[src/hdl/sem_pkg.sv]
// ----------------------------------------------------------------------------
// sem_pkg: shared types and constants of the Sobel edge magnitude block
// Holds the command and register codes, the queue sizing and the entry
// that the front part hands to the back part.
// ----------------------------------------------------------------------------
package sem_pkg;

	// Input item kinds, carried on s_tuser.
	localparam logic CMD_PIXEL = 1'b0;
	localparam logic CMD_DRAIN = 1'b1;

	// Configuration register indexes.
	localparam logic REG_IMAGE_WIDTH  = 1'b0;
	localparam logic REG_IMAGE_HEIGHT = 1'b1;

	// Configuration field widths and reset values.
	localparam int CFG_DATA_W   = 12;
	localparam int WIDTH_REG_W  = 11;
	localparam int HEIGHT_W     = 12;
	localparam int WIDTH_RESET  = 640;
	localparam int HEIGHT_RESET = 480;
	localparam int MIN_DIM      = 3;

	// Pixel and result widths.
	localparam int PIX_W     = 8;
	localparam int GRAD_W    = 11;
	localparam int MAG_LIMIT = 255;

	// Queue between front and back.
	localparam int QUEUE_DEPTH = 4;
	localparam int QUEUE_AW    = 2;
	localparam int QUEUE_LW    = 3;

	// One classified item on its way to the back part.
	typedef struct packed {
		logic             is_pixel;
		logic             emit;
		logic             interior;
		logic             last;
		logic [PIX_W-1:0] top;
		logic [PIX_W-1:0] mid;
		logic [PIX_W-1:0] px;
	} sem_entry_t;

endpackage

[src/hdl/sem_queue.sv]
// ----------------------------------------------------------------------------
// sem_queue: short queue between front and back
// A small register queue that lets the front and the back stall on their own.
// ----------------------------------------------------------------------------
module sem_queue (
	input  logic                         clk,
	input  logic                         arst_n,
	input  logic                         restart,
	input  logic                         push,
	input  sem_pkg::sem_entry_t          push_entry,
	input  logic                         pop,
	output logic                         q_valid,
	output sem_pkg::sem_entry_t          head,
	output logic [sem_pkg::QUEUE_LW-1:0] level
);
	import sem_pkg::*;

	sem_entry_t          entries_q [QUEUE_DEPTH];
	logic [QUEUE_AW-1:0] wr_ptr_q, rd_ptr_q;
	logic [QUEUE_LW-1:0] level_q;

	assign q_valid = (level_q != '0);
	assign head    = entries_q[rd_ptr_q];
	assign level   = level_q;

	// Pointers and fill level.
	always_ff @(posedge clk or negedge arst_n) begin
		if (!arst_n) begin
			wr_ptr_q <= '0;
			rd_ptr_q <= '0;
			level_q  <= '0;
		end else if (restart) begin
			wr_ptr_q <= '0;
			rd_ptr_q <= '0;
			level_q  <= '0;
		end else begin
			if (push) begin
				wr_ptr_q <= wr_ptr_q + 1'b1;
			end
			if (pop) begin
				rd_ptr_q <= rd_ptr_q + 1'b1;
			end
			if (push && !pop) begin
				level_q <= level_q + 1'b1;
			end else if (pop && !push) begin
				level_q <= level_q - 1'b1;
			end
		end
	end

	// Entry storage.
	always_ff @(posedge clk) begin
		if (push) begin
			entries_q[wr_ptr_q] <= push_entry;
		end
	end

endmodule

[config.mk]
export PLATFORM = sky130hd
export DESIGN_NAME = sem_queue
export DESIGN_NICKNAME = d
export VERILOG_FILES = /design/src/hdl/sem_pkg.sv /design/src/hdl/sem_queue.sv
export SDC_FILE = /design/constraint.sdc
export NUM_CORES = 1
export LEC_CHECK = 0
export BUFFER_PORTS_ARGS = -buffer_cell sky130_fd_sc_hd__buf_2
export CAP_MARGIN = 15
export CORE_MARGIN = 5
export CORE_UTILIZATION = 56
export DETAILED_ROUTE_END_ITERATION = 8
export PLACE_DENSITY = 0.88
export SETUP_SLACK_MARGIN = 0.5
export SYNTH_ARGS = -nofsm -noshare
export SYNTH_HDL_FRONTEND = slang
export SYNTH_SLANG_ARGS = --single-unit
[constraint.sdc]
create_clock -name clk -period 2.1 [get_ports clk]
set_input_delay 0 -clock clk [delete_from_list [all_inputs] [get_ports clk]]
set_output_delay 0 -clock clk [all_outputs]
set_load 0.01 [all_outputs]
==> summary.txt <==
Detailed routing
  – Initial DRT Pass Iterations: 4
  – Remaining routing DRC violations: 0
  – Routed wire length per instance: 22.3 um
  – First DRT Iteration DRCs: 145
  – Antenna Violating Nets Remaining: 0
  – Avg Vias per Cell: 5.32
  – Final Routed Wirelength: 9570 um
  – Number of vias in the routed layout: 2282

Job
  – Max cap viols: 0

Synthesis
  – Number of standard cells after synthesis: 188
  – Part of the Yosys area used for sequential elements: 78.8%
  – Syn nets: 226
  – Number of enable flip-flop cells after synthesis: 112
  – Post-Syn Area: 4490 um2
  – FF+latch count, synth: 119
  – Yosys warning total: 0
  – Post-synthesis cell type count: 23
  – Per-instance average area after synthesis: 23.9 um2
  – FFs w/ async S/R, synth: 5.88%
  – Most common flop cell mapped by yosys: sky130_fd_sc_hd__edfxtp_1

Floorplanning
  – Die height: 99.6 um
  – Rows: 32
  – DIE AREA: 9910 um2
  – Initial core utilization: 57.8%
  – IO Count: 65
  – Placeable core region: 7770 um2
  – Die X-Extent: 99.6 um

Worst setup path
  – Critical path launch point type: flop
  – Worst-path fanout max: 7
  – CP required: 2.10 ns
  – Endpoint kind of the worst setup timing path: output pin
  – Critical Path AT: 1.90 ns
  – Kind of critical path: reg2out

Cells and area
  – Share of cells above drive strength 1: 46.8%
  – Highest-count cells in the layout ignoring fill and taps: 112 x sky130_fd_sc_hd__edfxtp_1, 51 x sky130_fd_sc_hd__buf_2, 33 x sky130_fd_sc_hd__dlygate4sd3_1, 28 x sky130_fd_sc_hd__mux4_2, 17 x sky130_fd_sc_hd__clkbuf_16
  – Leading cell type in the layout, fill and taps excluded: sky130_fd_sc_hd__edfxtp_1
  – Ant diodes: 0
  – Filler cells: 403
  – Utilization after layout: 79.3%
  – Synth-to-Final Area Change: 37.1%
  – Area taken by flip-flops and latches: 3540 um2
  – Multi-input combinational cell area: 902 um2
  – Nets: 352
  – Final Cell Area: 6160 um2

STA
  – Worst Max-Slew Pin Slew: 0.439 ns
  – # setup viols final: 0
  – Clock period minus worst slack: 1.90 ns
  – Final setup TNS: 0 ns
  – Clock skew after layout: 0.00479 ns
  – Maximum operating frequency: 526 MHz
  – Worst slew margin: 70.7%
  – Setup repair after global routing missed its margin: yes
  – Share of the cycle needed by the critical path after routing: 90.5%
  – Max-slew violations: 0
  – Final hold violation count: 0

Clocking
  – Clock latency on the worst-skew pair: 0.50 ns
  – CTS tree: done
  – Root buffer cell: sky130_fd_sc_hd__clkbuf_8
  – CTS clk-pin slew, worst paths: 0.06 ns
  – Buffers from clock root to sink, at most: 2
  – Total clock buffers created by CTS: 17
  – Clock H-tree levels: 4
  – Number of sinks handled by clock tree synthesis: 119

Placement
  – Post-DP Area: 4990 um2
  – Number of port buffers: 64
  – HPWL after DPL: 4830 um
  – Placer congestion estimate: 0.710

Global routing
  – Overall overflow remaining after global route: 0
  – Pin count of the biggest net entering global routing: 29
  – Antenna violations before repair: 0
  – Global-route wire length before repair: 14000 um
  – Overall track demand over capacity in global routing: 19.7%
  – Vias in the first global route: 2504

Pwr
  – Leakage power summed over all cells: 0.00223 uW
  – Largest vdd supply drop: 0.717 mV
  – Total power divided by cell area: 1050 nW/um2

Worst hold path
  – Path class of the lowest-slack min-delay path: in2reg

Outcome
  – Result of the run: completed
[layout make-up]
cell class	instances	share of cell area, %
timing repair buffer	114	15.6
clock inverter	15	3.27
clock buffer	17	6.72
tap	102	2.07
inverter	4	0.244
multi-input combinational	58	14.6
sequential	119	57.5
[critical path, stage by stage, from the launching register on]
cell and delay [ns]:
sky130_fd_sc_hd__dfrtp_2 0.43, sky130_fd_sc_hd__buf_6 0.14, sky130_fd_sc_hd__buf_12 0.13, sky130_fd_sc_hd__mux4_2 0.55, sky130_fd_sc_hd__buf_6 0.15
[synthesized netlist by cell type, types with 2 or more instances]
cell,instances,share of area (%)
sky130_fd_sc_hd__xnor2_1,3,0.59
sky130_fd_sc_hd__nor3b_1,2,0.33
sky130_fd_sc_hd__nor2_1,6,0.50
sky130_fd_sc_hd__inv_1,4,0.33
sky130_fd_sc_hd__edfxtp_1,112,75
sky130_fd_sc_hd__and2_1,4,0.56
sky130_fd_sc_hd__buf_6,4,1.0
sky130_fd_sc_hd__buf_2,2,0.22
sky130_fd_sc_hd__dfrtp_1,7,3.9
sky130_fd_sc_hd__mux4_2,28,14
sky130_fd_sc_hd__ha_1,4,1.1
[through the flow]
step / instances / hold WS (ns) / setup slack [ns] / power [uW]
2_1_floorplan: 188 / -0.296 / 0.619 / 3140
3_3_place_gp: 355 / -0.160 / 0.542 / 3360
3_5_place_dp: 355 / -0.155 / 0.489 / 3380
4_1_cts: 426 / 0.224 / 0.238 / 6410
5_1_grt: 429 / 0.248 / 0.151 / 6720
6_report: 429 / 0.254 / 0.200 / 6470
[state kept, by name (all words and copies together), names as in the netlist]
name,count
wr_ptr_q,2
rd_ptr_q,2
entries_q,112
level,3
[layer usage]
| metal | GRT usage (%) | routed length (um) | vias up |
|---|---|---|---|
| met4 | 6.72 | 72 | 0 |
| met1 | 25.0 | 3620 | 1143 |
| met2 | 33.1 | 5220 | 107 |
| met5 | 0 | 0 | - |
| met3 | 5.61 | 650 | 6 |
| li1 | - | - | 1026 |
[worst paths after layout]
path | from | endpoint | slack (ns) | cells past startpoint
worst max register to register | level[0] | level[2] | 0.51 | 5
worst min register to register | wr_ptr_q[0] | wr_ptr_q[0] | 0.62 | 2
min in group asynchronous | arst_n | level[0] | 0.46 | 3
max in group asynchronous | arst_n | rd_ptr_q[0] | 1.37 | 3
worst max-delay path | rd_ptr_q[0] | head[22] | 0.20 | 4
worst min-delay path | push_entry[7] | entries_q[2][7] | 0.25 | 2
[power breakdown]
group          switching, uW  total, uW  internal, uW
Combinational            345        749           404
Sequential              43.2       2770          2720
Clock                   1030       2960          1930
Total                   1420       6470          5060
[repair_timing]
action	CTS	global route
setup endpoints to repair	56	58
gates resized for setup	3	23
hold buffers	33	0
endpoints found under the hold margin	126	0
cloned	1	1
setup buffers	5	2
[kinds of logic after synthesis]
family	synth area share [%]
muxes	14.3
AOI/OAI and AO/OA	0.390
adders and majority gates	1.56
DFF	78.8
xor gates and xnor gates	1.14
buffers and inverters	1.73
and+or+nand+nor	2.14
(Power assumes the default switching activity.)
