$ cat src/hdl/sem_pkg.sv
// ----------------------------------------------------------------------------
// sem_pkg: shared types and constants of the Sobel edge magnitude block
// Holds the command and register codes, the queue sizing and the entry
// that the front part hands to the back part.
// ----------------------------------------------------------------------------
package sem_pkg;

	// Input item kinds, carried on s_tuser.
	localparam logic CMD_PIXEL = 1'b0;
	localparam logic CMD_DRAIN = 1'b1;

	// Configuration register indexes.
	localparam logic REG_IMAGE_WIDTH  = 1'b0;
	localparam logic REG_IMAGE_HEIGHT = 1'b1;

	// Configuration field widths and reset values.
	localparam int CFG_DATA_W   = 12;
	localparam int WIDTH_REG_W  = 11;
	localparam int HEIGHT_W     = 12;
	localparam int WIDTH_RESET  = 640;
	localparam int HEIGHT_RESET = 480;
	localparam int MIN_DIM      = 3;

	// Pixel and result widths.
	localparam int PIX_W     = 8;
	localparam int GRAD_W    = 11;
	localparam int MAG_LIMIT = 255;

	// Queue between front and back.
	localparam int QUEUE_DEPTH = 4;
	localparam int QUEUE_AW    = 2;
	localparam int QUEUE_LW    = 3;

	// One classified item on its way to the back part.
	typedef struct packed {
		logic             is_pixel;
		logic             emit;
		logic             interior;
		logic             last;
		logic [PIX_W-1:0] top;
		logic [PIX_W-1:0] mid;
		logic [PIX_W-1:0] px;
	} sem_entry_t;

endpackage

$ cat src/hdl/sem_back.sv
// ----------------------------------------------------------------------------
// sem_back: output side of the Sobel edge magnitude block
// Slides the 3x3 window, forms both gradients, then the saturated L1
// magnitude, or zero outside the interior, in the output register.
// ----------------------------------------------------------------------------
module sem_back (
	input  logic                      clk,
	input  logic                      arst_n,
	input  logic                      restart,
	input  logic                      q_valid,
	input  sem_pkg::sem_entry_t       head,
	output logic                      pop,
	output logic                      m_tvalid,
	input  logic                      m_tready,
	output logic [sem_pkg::PIX_W-1:0] m_tdata,
	output logic                      m_tlast
);
	import sem_pkg::*;

	logic [PIX_W-1:0]  win_q [9];
	logic [PIX_W-1:0]  nw [9];
	logic [GRAD_W-1:0] gx, gy;

	logic              valid_s1, interior_s1, last_s1;
	logic [GRAD_W-1:0] gx_s1, gy_s1;
	logic              valid_s2, last_s2;
	logic [PIX_W-1:0]  mag_s2;

	logic              out_free, b1_free;
	logic [GRAD_W-1:0] abs_x, abs_y, sum;

	assign out_free = !valid_s2 || m_tready;
	assign b1_free  = !valid_s1 || out_free;
	assign pop      = q_valid && b1_free;

	// Window after shifting in the new column: top, middle, bottom rows.
	always_comb begin
		nw[0] = win_q[1]; nw[1] = win_q[2]; nw[2] = head.top;
		nw[3] = win_q[4]; nw[4] = win_q[5]; nw[5] = head.mid;
		nw[6] = win_q[7]; nw[7] = win_q[8]; nw[8] = head.px;
	end

	// Gradients in two's complement; the range fits eleven bits.
	always_comb begin
		gx = GRAD_W'(nw[0]) + (GRAD_W'(nw[3]) << 1) + GRAD_W'(nw[6])
			- GRAD_W'(nw[2]) - (GRAD_W'(nw[5]) << 1) - GRAD_W'(nw[8]);
		gy = GRAD_W'(nw[0]) + (GRAD_W'(nw[1]) << 1) + GRAD_W'(nw[2])
			- GRAD_W'(nw[6]) - (GRAD_W'(nw[7]) << 1) - GRAD_W'(nw[8]);
	end

	// Absolute values and their sum.
	always_comb begin
		abs_x = gx_s1[GRAD_W-1] ? (~gx_s1 + 1'b1) : gx_s1;
		abs_y = gy_s1[GRAD_W-1] ? (~gy_s1 + 1'b1) : gy_s1;
		sum   = abs_x + abs_y;
	end

	// Control and window state.
	always_ff @(posedge clk or negedge arst_n) begin
		if (!arst_n) begin
			valid_s1 <= 1'b0;
			valid_s2 <= 1'b0;
			for (int i = 0; i < 9; i++) begin
				win_q[i] <= '0;
			end
		end else if (restart) begin
			valid_s1 <= 1'b0;
			valid_s2 <= 1'b0;
			for (int i = 0; i < 9; i++) begin
				win_q[i] <= '0;
			end
		end else begin
			if (out_free) begin
				valid_s2 <= valid_s1;
			end
			if (b1_free) begin
				valid_s1 <= pop && head.emit;
			end
			if (pop && head.is_pixel) begin
				for (int i = 0; i < 9; i++) begin
					win_q[i] <= nw[i];
				end
			end
		end
	end

	// Stage payloads.
	always_ff @(posedge clk) begin
		if (pop) begin
			gx_s1       <= gx;
			gy_s1       <= gy;
			interior_s1 <= head.interior;
			last_s1     <= head.last;
		end
		if (out_free && valid_s1) begin
			last_s2 <= last_s1;
			if (!interior_s1) begin
				mag_s2 <= '0;
			end else if (sum > GRAD_W'(MAG_LIMIT)) begin
				mag_s2 <= PIX_W'(MAG_LIMIT);
			end else begin
				mag_s2 <= sum[PIX_W-1:0];
			end
		end
	end

	assign m_tvalid = valid_s2;
	assign m_tdata  = mag_s2;
	assign m_tlast  = last_s2;

endmodule

$ cat config.mk
export PLATFORM = sky130hd
export DESIGN_NAME = sem_back
export DESIGN_NICKNAME = d
export VERILOG_FILES = /design/src/hdl/sem_pkg.sv /design/src/hdl/sem_back.sv
export SDC_FILE = /design/constraint.sdc
export NUM_CORES = 1
export LEC_CHECK = 0
export ABC_AREA = 1
export BUFFER_PORTS_ARGS = -buffer_cell sky130_fd_sc_hd__buf_2
export CORE_MARGIN = 4
export CORE_UTILIZATION = 48
export DETAILED_ROUTE_END_ITERATION = 10
export PLACE_DENSITY = 0.68
export SYNTH_ARGS = -nofsm -noshare
export SYNTH_HDL_FRONTEND = slang
export SYNTH_SLANG_ARGS = --single-unit
$ cat constraint.sdc
create_clock -name clk -period 3.4 [get_ports clk]
set_input_delay 0.51 -clock clk [delete_from_list [all_inputs] [get_ports clk]]
set_output_delay 0.51 -clock clk [all_outputs]
set_load 0.02 [all_outputs]
==> qor.txt <==
CTS tree: built
Worst Setup Path Type: flip-flop to flip-flop
Max H-tree Level: 3
Cells after Synth: 648
Post-CTS Hold Buffers: 0
area of the core: 12600 um2
vias per cell: 4.96
share of layout cells above drive strength 1: 18.3%
root buffer cell: clkbuf_16
Residual DRC: 0
count leader, synth: inv_1
number of max-capacitance violations reported: 0
num rows: 41
status: complete, no violations
Clock Tree Buf Depth: 2
Combinational Power Share: 59.5%
final setup vio count: 0
Req. time, crit path: 3500 ps
LEAKAGE: 3.66 nW
Distinct cells, synth: 35
Port Buf Inserts: 43
Clk pin slew, worst setup/hold paths: 60 ps
power density cells: 800 nW/um2
worst clock skew: 6.61 ps
routed via count: 4542
I/O pin count: 44
largest net degree at the start of global routing: 51
vias in the first global route: 4799
DR WL/cell: 13.5 um
Worst-Margin Slew: 1110 ps
max-slew violations: 0
ys flop type: dfrtp_1
Reg power frac: 23.7%
Max Clk Rate: 0.300 GHz
Final Util: 58.1%
maximum vdd ir drop: 0.000381 V
Num Clock Sinks: 83
total routed wirelength: 12300 um
Cell Area, Synth: 6210 um2
Synth top area share: 20.3%
Clk pwr share: 16.8%
ys async rst share: 60.2%
Final TNS setup: 0 ps
post-synth net total: 780
CP endpoint kind: flip-flop
register area share after synthesis: 36.1%
placer congestion estimate: 0.894
FILL cells: 1096
Worst EP arrival: 3430 ps
die area: 14800 um2
startpoint types: flip-flop
Die H: 122 um
Psw: 0.00252 W
Die W: 122 um
setup ws final: 67.7 ps
multi-input logic area: 3460 um2
Tot Pwr: 0.00586 W
effective utilization at floorplan: 49.2%
Detail Placement HPWL: 10000 um
Inserted Diodes: 0
Cell Int Power: 0.00334 W
Total GRT Usage: 18.3%
Synth area leaders: fa_1 20%, dfrtp_1 20%, edfxtp_1 16%
post-place setup slack: -284 ps
Num CTS Buffers: 9
cell taking the most area after synthesis: fa_1
Worst slew margin: 25.8%
global route overflow: 0
Switching Share: 43.0%
final hold vios: 0
Post-synth EDFFs: 33
Tmin final: 3330 ps
Post-DRT Antenna Nets: 0
worst-skew pair later-pin latency: 350 ps
Sequential Area: 2240 um2
Area Growth Syn to Fin: 18.1%
Worst Path Max Fanout: 4
hold crit path type: input pin to flip-flop
Final nets: 870
Mapped Avg Cell Area: 9.58 um2
FF+latch count, synth: 83
Initial DRT Pass Iterations: 5
first-iteration detailed-routing DRC count: 167
period utilization: 98.0%
antenna violations before repair: 0
Syn. warnings: 0
global-route wire length before repair: 21400 um
Post-synth top cells: 144 x inv_1, 111 x nand2_1, 63 x fa_1
-- path summary, 6_finish.rpt --
kind                                from  endpoint  cells after the start  slack [ps]
worst max-delay path              nw[19]  gx_s1[8]                     14          70
worst min-delay path            head[24]   last_s1                      1         340
worst max register to register    nw[19]  gx_s1[8]                     14          70
worst min register to register   last_s1   m_tlast                      0         430
max in group asynchronous         arst_n     nw[9]                      1        2330
min in group asynchronous         arst_n    nw[13]                      1         370
-- power by group through the flow --
stage	Clock [W]	Sequential (W)	Combinational (W)
floorplan	0	0.00140	0.00246
global placement	0	0.00141	0.00326
detailed placement	0	0.00141	0.00335
CTS	0.00100	0.00139	0.00337
global route	0.00105	0.00141	0.00399
finish	0.000982	0.00139	0.00349
-- layout by cell type (no fill, tap or decap), types with 2 or more instances in the layout --
master,n
nand2_2,5
inv_1,142
nand4_1,4
clkinv_4,3
clkbuf_16,9
o221ai_1,2
nor2_1,20
o22ai_1,12
buf_4,45
fa_1,61
a21oi_2,3
nor3_1,4
xor2_1,26
a211oi_1,2
o21ai_1,2
dfrtp_1,50
nand2_1,111
nor2_2,3
xnor2_1,7
o21ai_0,31
nand3b_1,3
o211ai_1,2
ha_1,32
ha_4,4
nor3_2,3
buf_2,43
inv_2,6
a22o_1,6
fa_2,2
nand3_1,25
edfxtp_1,33
a21oi_1,20
a22oi_1,6
a31oi_1,2
o21bai_1,2
-- metal layers --
| layer | vias to the layer above | GRT usage, % | routed length, um |
|---|---|---|---|
| li1 | 2234 | - | - |
| met3 | 25 | 3.34 | 330 |
| met5 | - | 0 | 0 |
| met4 | 0 | 6.72 | 264 |
| met2 | 81 | 32.0 | 6400 |
| met1 | 2202 | 22.7 | 5340 |
-- repair_timing --
item / CTS / global route
resized for setup: 0 / 16
hold endpoints to repair: 0 / 0
pin swaps: 1 / 7
setup buffers: 0 / 2
endpoints found under the setup margin: 2 / 7
-- critical path: stages (launching register included) --
cell and delay (ps):
dfrtp_1 420, fa_1 570, fa_1 440, fa_1 610
ha_4 240, a21oi_2 190, nand2_1 100, nand2_1 70
nand2_1 50, nand2_1 50, nand2_1 70, nand3_1 100
nand2_1 70, nand2_1 60, nand2_1 50
-- through the flow --
stage	instance area (um2)	hold WS [ps]	cells
2_1_floorplan	6210	214	648
3_3_place_gp	6920	406	897
3_5_place_dp	6920	419	897
4_1_cts	7220	323	913
5_1_grt	7330	325	915
6_report	7330	337	915
-- logic make-up (layout without fill, tap and decap cells) --
logic type | Yosys count | count (layout) | share of synthesized area (%)
xor gates and xnor gates | 33 | 33 | 4.66
and+or+nand+nor | 184 | 184 | 13.2
AOI/OAI and AO/OA | 92 | 92 | 8.67
adders and majority gates | 99 | 99 | 27.6
buffers and inverters | 157 | 252 | 9.78
DFF | 83 | 83 | 36.1
-- sequential cells by signal (all words and copies together) (netlist names) --
name,count
last_s1,1
valid_s1,1
gy_s1,11
gx_s1,11
nw,48
interior_s1,1
m_tvalid,1
m_tlast,1
m_tdata,8
-- layout make-up --
cell class	instances	share of cell area [%]
multi-input combinational	408	47.2
sequential	83	30.6
inverter	148	7.58
timing repair buffer	88	7.55
clock buffer	9	3.07
tap	172	2.94
clock inverter	7	1.04
No activity file was read; power rests on OpenSTA's default activity.
